<file path="src/hw/rtl/xges_pkg.sv">
// Shared types and constants for the x86 gadget effect scanner.
package xges_pkg;

    // Opcode bytes that the scanner recognizes.
    localparam logic [7:0] OP_POP_LO  = 8'h58;
    localparam logic [7:0] OP_POP_HI  = 8'h5F;
    localparam logic [7:0] OP_REX_B   = 8'h41;
    localparam logic [7:0] OP_RET     = 8'hC3;
    localparam logic [7:0] OP_RET_IMM = 8'hC2;
    localparam logic [7:0] OP_ESC     = 8'h0F;
    localparam logic [7:0] OP_SYSCALL = 8'h05;
    localparam logic [7:0] OP_INT3    = 8'hCC;
    localparam logic [7:0] OP_GRP5    = 8'hFF;

    localparam int unsigned MASK_W  = 16;
    localparam int unsigned STACK_W = 17;
    localparam logic [STACK_W-1:0] STACK_MAX = {STACK_W{1'b1}};
    localparam logic [STACK_W-1:0] POP_BYTES = STACK_W'(8);

    // Depth of the result queue in front of the output port.
    localparam int unsigned OUT_DEPTH = 2;

    typedef enum logic [2:0] {
        TK_NONE    = 3'd0,
        TK_RET     = 3'd1,
        TK_SYSCALL = 3'd2,
        TK_INT3    = 3'd3,
        TK_CALLREG = 3'd4,
        TK_JMPREG  = 3'd5
    } t_term;

    // One fragment summary.
    typedef struct packed {
        logic [MASK_W-1:0]  register_writes;
        logic [STACK_W-1:0] stack_bytes;
        t_term              terminator_kind;
        logic               syscall_flag;
    } t_result;

endpackage

</file>
<file path="src/hw/rtl/xges_scan.sv">
// Per-byte decode state machine that accumulates one fragment summary.
module xges_scan
    import xges_pkg::*;
(
    input  logic       i_clk,
    input  logic       i_rst_n,
    input  logic       i_accept,
    input  logic [7:0] i_code_byte,
    input  logic       i_last_byte,
    output logic       o_result_valid,
    output t_result    o_result
);

    typedef enum logic [2:0] {
        M_NORMAL = 3'd0,
        M_REX    = 3'd1,
        M_IMM_LO = 3'd2,
        M_IMM_HI = 3'd3,
        M_ESC    = 3'd4,
        M_MODRM  = 3'd5,
        M_DONE   = 3'd6,
        M_FAIL   = 3'd7
    } t_mode;

    t_mode              r_mode, n_mode;
    logic [MASK_W-1:0]  r_mask, n_mask;
    logic [STACK_W-1:0] r_stack, n_stack;
    t_term              r_term, n_term;
    logic [7:0]         r_imm, n_imm;

    logic               is_pop;
    logic               add_en;
    logic [STACK_W-1:0] add_amount;
    logic [STACK_W:0]   stack_sum;
    logic [STACK_W-1:0] stack_sat;
    logic [2:0]         modrm_reg;
    logic               ok;

    assign is_pop    = (i_code_byte >= OP_POP_LO) && (i_code_byte <= OP_POP_HI);
    assign modrm_reg = i_code_byte[5:3];

    // Saturating stack accumulator shared by every form that consumes stack.
    assign stack_sum = {1'b0, r_stack} + {1'b0, add_amount};
    assign stack_sat = stack_sum[STACK_W] ? STACK_MAX : stack_sum[STACK_W-1:0];

    // Next-state decode for one byte.
    always_comb begin
        n_mode     = r_mode;
        n_mask     = r_mask;
        n_term     = r_term;
        n_imm      = r_imm;
        add_en     = 1'b0;
        add_amount = POP_BYTES;
        unique case (r_mode)
            M_NORMAL: begin
                if (is_pop) begin
                    n_mask = r_mask | (MASK_W'(1) << {1'b0, i_code_byte[2:0]});
                    add_en = 1'b1;
                end else if (i_code_byte == OP_REX_B) begin
                    n_mode = M_REX;
                end else if (i_code_byte == OP_RET) begin
                    add_en = 1'b1;
                    n_term = TK_RET;
                    n_mode = M_DONE;
                end else if (i_code_byte == OP_RET_IMM) begin
                    n_mode = M_IMM_LO;
                end else if (i_code_byte == OP_ESC) begin
                    n_mode = M_ESC;
                end else if (i_code_byte == OP_INT3) begin
                    n_term = TK_INT3;
                    n_mode = M_DONE;
                end else if (i_code_byte == OP_GRP5) begin
                    n_mode = M_MODRM;
                end else begin
                    n_mode = M_FAIL;
                end
            end
            M_REX: begin
                if (is_pop) begin
                    n_mask = r_mask | (MASK_W'(1) << {1'b1, i_code_byte[2:0]});
                    add_en = 1'b1;
                    n_mode = M_NORMAL;
                end else begin
                    n_mode = M_FAIL;
                end
            end
            M_IMM_LO: begin
                n_imm  = i_code_byte;
                n_mode = M_IMM_HI;
            end
            M_IMM_HI: begin
                add_en     = 1'b1;
                add_amount = {1'b0, i_code_byte, r_imm} + POP_BYTES;
                n_term     = TK_RET;
                n_mode     = M_DONE;
            end
            M_ESC: begin
                if (i_code_byte == OP_SYSCALL) begin
                    n_term = TK_SYSCALL;
                    n_mode = M_DONE;
                end else begin
                    n_mode = M_FAIL;
                end
            end
            M_MODRM: begin
                case (modrm_reg) inside
                    3'd2, 3'd3: n_term = TK_CALLREG;
                    3'd4, 3'd5: n_term = TK_JMPREG;
                    default:    n_term = TK_NONE;
                endcase
                n_mode = M_DONE;
            end
            M_DONE: begin
            end
            M_FAIL: begin
            end
        endcase
        n_stack = add_en ? stack_sat : r_stack;
        if (n_mode == M_FAIL) begin
            n_mask  = '0;
            n_stack = '0;
            n_term  = TK_NONE;
        end
    end

    // A fragment's summary is zero unless the fragment ends in a complete form.
    assign ok = (n_mode == M_NORMAL) || (n_mode == M_DONE);

    always_comb begin
        o_result_valid = i_accept && i_last_byte;
        if (ok) begin
            o_result.register_writes = n_mask;
            o_result.stack_bytes     = n_stack;
            o_result.terminator_kind = n_term;
            o_result.syscall_flag    = (n_term == TK_SYSCALL);
        end else begin
            o_result.register_writes = '0;
            o_result.stack_bytes     = '0;
            o_result.terminator_kind = TK_NONE;
            o_result.syscall_flag    = 1'b0;
        end
    end

    // State registers; the last byte returns the scanner to its idle state.
    always_ff @(posedge i_clk) begin
        if (!i_rst_n) begin
            r_mode  <= M_NORMAL;
            r_mask  <= '0;
            r_stack <= '0;
            r_term  <= TK_NONE;
            r_imm   <= '0;
        end else if (i_accept) begin
            if (i_last_byte) begin
                r_mode  <= M_NORMAL;
                r_mask  <= '0;
                r_stack <= '0;
                r_term  <= TK_NONE;
                r_imm   <= '0;
            end else begin
                r_mode  <= n_mode;
                r_mask  <= n_mask;
                r_stack <= n_stack;
                r_term  <= n_term;
                r_imm   <= n_imm;
            end
        end
    end

endmodule

</file>
<file path="src/hw/rtl/xges_out_queue.sv">
// Small result queue that registers summaries toward the output port.
module xges_out_queue
    import xges_pkg::*;
#(
    parameter int unsigned DEPTH = OUT_DEPTH
)
(
    input  logic    i_clk,
    input  logic    i_rst_n,
    input  logic    i_push,
    input  t_result i_data,
    output logic    o_full,
    output logic    o_valid,
    input  logic    i_ready,
    output t_result o_data
);

    localparam int unsigned PTR_W = (DEPTH > 1) ? $clog2(DEPTH) : 1;
    localparam int unsigned CNT_W = $clog2(DEPTH + 1);
    localparam logic [CNT_W-1:0]  CNT_FULL = CNT_W'(DEPTH);
    localparam logic [PTR_W-1:0]  PTR_LAST = PTR_W'(DEPTH - 1);

    t_result          r_mem [DEPTH];
    logic [PTR_W-1:0] r_wr_ptr;
    logic [PTR_W-1:0] r_rd_ptr;
    logic [CNT_W-1:0] r_count;
    logic             pop;

    assign o_full  = (r_count == CNT_FULL);
    assign o_valid = (r_count != '0);
    assign pop     = o_valid && i_ready;
    assign o_data  = r_mem[r_rd_ptr];

    // Storage for pending results.
    always_ff @(posedge i_clk) begin
        if (i_push) begin
            r_mem[r_wr_ptr] <= i_data;
        end
    end

    // Pointers and occupancy.
    always_ff @(posedge i_clk) begin
        if (!i_rst_n) begin
            r_wr_ptr <= '0;
            r_rd_ptr <= '0;
            r_count  <= '0;
        end else begin
            if (i_push) begin
                r_wr_ptr <= (r_wr_ptr == PTR_LAST) ? '0 : r_wr_ptr + PTR_W'(1);
            end
            if (pop) begin
                r_rd_ptr <= (r_rd_ptr == PTR_LAST) ? '0 : r_rd_ptr + PTR_W'(1);
            end
            if (i_push && !pop) begin
                r_count <= r_count + CNT_W'(1);
            end else if (pop && !i_push) begin
                r_count <= r_count - CNT_W'(1);
            end
        end
    end

endmodule

</file>
<file path="src/hw/rtl/x86_gadget_effect_scanner_unit.sv">
// Top level of the x86 gadget effect scanner.
// The unit takes one code byte per transaction and emits one summary per fragment at the
// byte marked last: the mask of popped registers, saturating stack bytes consumed, the
// terminator kind and a syscall flag, all zero when the fragment holds an unknown byte or
// ends inside a multi-byte form. The per-byte mode update and the single saturating stack
// add sit between the scanner state registers and a two-entry result queue, so a byte is
// accepted in every cycle while the queue has room, including while one finished summary
// still waits to be taken. The summary of a fragment appears at the output in the cycle
// after its last byte is accepted when no earlier summary is waiting; otherwise it follows
// the summaries ahead of it in the queue.
module x86_gadget_effect_scanner_unit
    import xges_pkg::*;
#(
    parameter int unsigned OUT_QUEUE_DEPTH = OUT_DEPTH
)
(
    input  logic               i_clk,
    input  logic               i_rst_n,
    input  logic               i_valid,
    output logic               o_ready,
    input  logic [7:0]         i_code_byte,
    input  logic               i_last_byte,
    output logic               o_valid,
    input  logic               i_ready,
    output logic [MASK_W-1:0]  o_register_writes,
    output logic [STACK_W-1:0] o_stack_bytes,
    output logic [2:0]         o_terminator_kind,
    output logic               o_syscall_flag
);

    logic    accept;
    logic    queue_full;
    logic    result_valid;
    t_result result;
    t_result out_data;

    // A byte is taken whenever the result queue can absorb a summary.
    assign o_ready = !queue_full;
    assign accept  = i_valid && o_ready;

    xges_scan u_scan (
        .i_clk          (i_clk),
        .i_rst_n        (i_rst_n),
        .i_accept       (accept),
        .i_code_byte    (i_code_byte),
        .i_last_byte    (i_last_byte),
        .o_result_valid (result_valid),
        .o_result       (result)
    );

    xges_out_queue #(
        .DEPTH (OUT_QUEUE_DEPTH)
    ) u_out_queue (
        .i_clk   (i_clk),
        .i_rst_n (i_rst_n),
        .i_push  (result_valid),
        .i_data  (result),
        .o_full  (queue_full),
        .o_valid (o_valid),
        .i_ready (i_ready),
        .o_data  (out_data)
    );

    // Unpack the summary onto the output ports.
    assign o_register_writes = out_data.register_writes;
    assign o_stack_bytes     = out_data.stack_bytes;
    assign o_terminator_kind = out_data.terminator_kind;
    assign o_syscall_flag    = out_data.syscall_flag;

endmodule
</file>
<file path="config.mk">
export PLATFORM = sky130hd
export DESIGN_NAME = x86_gadget_effect_scanner_unit
export DESIGN_NICKNAME = d
export VERILOG_FILES = /design/src/hw/rtl/xges_pkg.sv /design/src/hw/rtl/xges_scan.sv /design/src/hw/rtl/xges_out_queue.sv /design/src/hw/rtl/x86_gadget_effect_scanner_unit.sv
export SDC_FILE = /design/constraint.sdc
export NUM_CORES = 1
export LEC_CHECK = 0
export BUFFER_PORTS_ARGS = -buffer_cell sky130_fd_sc_hd__buf_2
export CAP_MARGIN = 10
export CORE_MARGIN = 4
export CORE_UTILIZATION = 62
export CTS_BUF_LIST = sky130_fd_sc_hd__clkbuf_4
export CTS_CLUSTER_DIAMETER = 80
export CTS_CLUSTER_SIZE = 12
export DETAILED_ROUTE_END_ITERATION = 10
export MAX_ROUTING_LAYER = met4
export PLACE_DENSITY = 0.93
export SYNTH_ARGS = -nofsm -noshare
export SYNTH_HDL_FRONTEND = slang
export SYNTH_HIERARCHICAL = 1
export SYNTH_SLANG_ARGS = --single-unit
export TNS_END_PERCENT = 50
</file>
<file path="constraint.sdc">
create_clock -name i_clk -period 4.4 [get_ports i_clk]
set_input_delay 0.22 -clock i_clk [delete_from_list [all_inputs] [get_ports i_clk]]
set_output_delay 0.22 -clock i_clk [all_outputs]
set_load 0.02 [all_outputs]
</file>
==> flow_summary.json <==
{
  "outcome": "finished clean",
  "root_buffer": "clkbuf_4",
  "arrival_ns": 4.33,
  "antenna_found_initial": 1,
  "start_util": 0.6446,
  "worst-setup-path-type": "reg -> reg",
  "synth_top_family_by_area": "simple AND/OR/NAND/NOR gates",
  "cts_max_path_buffers": 2,
  "synth_top_area_cell": "edfxtp_1",
  "cts_buffers": 17,
  "synth_edf_count": 74,
  "min_period_over_period": 0.9155,
  "final_hold_viol_count": 0,
  "fin_skew_ns": 0.01738,
  "maxCapViolations": 0,
  "n_fill_cell": 702,
  "grt_pass1_wl_mm": 27.60,
  "final_nets": 731,
  "min_period_ns": 4.028,
  "grt_remaining_overflow": 0,
  "drt-initial-drc-count": 696,
  "first_pass_iters": 6,
  "layout_common_cells": "edfxtp_1, nor2_1, dfxtp_1",
  "yosys-top-cells-area": "edfxtp_1, dfxtp_1, mux2_2, nor2_1, a21oi_1",
  "synth_top_cell_area_share": 0.3295,
  "drc": 0,
  "hold_buffers": 0,
  "synth_xor_area_frac": 0.03506,
  "worst_slew_pin_slew_ns": 1.121,
  "yosysSeqAreaShare": 0.4839,
  "path_common_cell": "a21oi_1",
  "setup_tns_ns": 0,
  "ctsResizeCount": 0,
  "detail-route-antenna-nets": 0,
  "cp-start-kind": "register",
  "hold_path.class": "in -> reg",
  "dpl.hpwl_mm": 11.74,
  "p_per_area_nw_per_um2": 419.9,
  "async_reset_ff_frac": 0,
  "syn_inst": 652,
  "rsz0062_at_grt": "false",
  "synth_warnings": 6,
  "synth_compound_area_frac": 0.1633,
  "relSlewSlack": 0.2510,
  "clk_latency_ns": 0.53,
  "crit_family": "compound AO/OA/AOI/OAI gates",
  "final-max-slew-violation-count": 0,
  "max-vdd-ir-drop_mv": 0.2509,
  "drive_above_1_share": 0.2053,
  "final_core_util": 0.7031,
  "clk_pin_slew_ns": 0.12,
  "ios": 52,
  "core_region_area_um2": 10460,
  "syn_area_um2": 6744,
  "grt_max_degree": 39,
  "synthMuxAreaShare": 0.06494,
  "die_x_um": 112.3,
  "vias_per_cell": 6.689,
  "path_buf_inv": 0,
  "cts.sinks": 126,
  "path_cells": "and3_1, nand3_1, or3_1, a21oi_1, ha_1, nand4_1, a211oi_1, a21oi_1, o21ai_1, nor2_1, nor3_1",
  "drt_wl_total_mm": 17.45,
  "h-tree-depth": 4,
  "grt_use_total": 0.2836,
  "gp_congestion": 0.9991,
  "fmax_mhz": 248.2,
  "grt_pass1_vias": 5340,
  "critPathMaxStageDelay_ns": 0.76,
  "dieArea_um2": 12610,
  "synth.avg_cell_area_um2": 10.34,
  "area_delta_synth_final_pct": 9.072,
  "fp.dieH_um": 112.3,
  "crit_cells": 11,
  "rows": 37,
  "synth-seq-cells": 126,
  "io_buffers": 51,
  "slowest_stage": "o21ai_1",
  "end_kind": "register",
  "drt-wirelength-per-cell_um": 20.58,
  "required_ns": 4.70,
  "post_cts_buffers": 0,
  "setup_viol": 0,
  "synth_flop_cell": "edfxtp_1",
  "hold_path_depth": 4,
  "vias": 5672,
  "cts_tree": "yes",
  "critPathMaxFanout": 12,
  "reg2reg_depth": 11,
  "leakagePower_uw": 0.002603,
  "synthAdderAreaFrac": 0.03822,
  "yosysUniqueCellTypes": 76,
  "synth_simple_gate_area_frac": 0.1857,
  "synth_nets": 685
}
[Yosys cell counts (all sizes together) (5+ instances only)]
cell type / n
a21oi: 48
nand2: 43
nor2b: 35
mux2: 38
a22oi: 8
clkbuf: 16
xor2: 17
o21ai: 29
nand3: 11
inv: 9
nand4: 5
nor3b: 6
o22ai: 9
xnor2: 10
a21o: 6
buf: 17
a32oi: 15
o21a: 5
nor2: 76
ha: 19
a31oi: 6
a211oi: 5
and2: 16
and3: 6
dfxtp: 52
nor3: 10
edfxtp: 74
[per-stage QoR]
step	power (µW)	std cells	worst slack (ns)	cell area, µm²	hold WS, ns
final	3089	848	0.3718	7356	0.1406
after global routing	3234	848	0.2460	7356	0.1189
after CTS	3092	847	0.5831	7353	0.1054
after detailed placement	2325	815	0.6508	7083	0.4666
after global placement	2295	815	0.8116	7083	0.4567
after floorplan	2085	652	0.8341	6744	0.3375
[layout make-up]
type	instances	area, µm²	area share
Clock buffer	17	127.6	0.01735
Timing Repair Buffer	60	322.8	0.04389
Multi-Input combinational cell	484	3293	0.4477
Tap cell	136	170.2	0.02313
Clock inverter	15	142.6	0.01939
Antenna cell	1	2.502	0.0003402
Inverter	9	33.78	0.004593
Sequential cell	126	3263	0.4436
[state kept, by name (all words and copies together), names as in the netlist, named ones only]
register              count
u_out_queue/r_count       2
u_out_queue/r_mem        74
u_scan/r_term             3
u_scan/r_mask            16
u_scan/r_imm              8
u_scan/r_stack           17
u_scan/r_mode             3
u_out_queue/r_wr_ptr      1
u_out_queue/r_rd_ptr      1
[cell families after synthesis]
group	count (synthesis)
multiplexers	39
AO/OA/AOI/OAI	161
flip-flops	126
adder cells (fa/ha/maj)	20
XOR/XNOR	27
buffers and inverters	42
AND/OR/NAND/NOR	237
[report_power, final]
group,switching [µW],internal [µW],leakage (µW)
logic,605,343,0.00139
clock network,442,333,0.000142
registers,38.9,1330,0.00107
[tightest hold or removal path: cells and delay by family]
family	cells	cell delay, ns
compound gates	1	0.08
buf+inv	1	0.07
simple gates	1	0.11
xor+xnor	1	0.16
[per-layer routing]
metal | vias up | wire length, µm | global-route usage
li1 | 2517 | - | -
met1 | 2640 | 6651 | 0.3581
met2 | 433 | 8211 | 0.4446
met3 | 82 | 1921 | 0.06792
met4 | 0 | 667 | 0.1090
met5 | - | 0 | -
[worst paths after layout]
| kind | startpoint | end | slack, ns |
|---|---|---|---|
| hold / removal | i_ready | u_out_queue/r_rd_ptr | 0.14 |
| setup / recovery | u_scan/r_imm[5] | u_out_queue/r_mem[0][16] | 0.37 |
| setup reg to reg | u_scan/r_imm[5] | u_out_queue/r_mem[0][16] | 0.37 |
| hold reg to reg | u_scan/r_term[2] | u_scan/r_term[2] | 0.49 |
No activity file was read; power rests on OpenSTA's default activity.
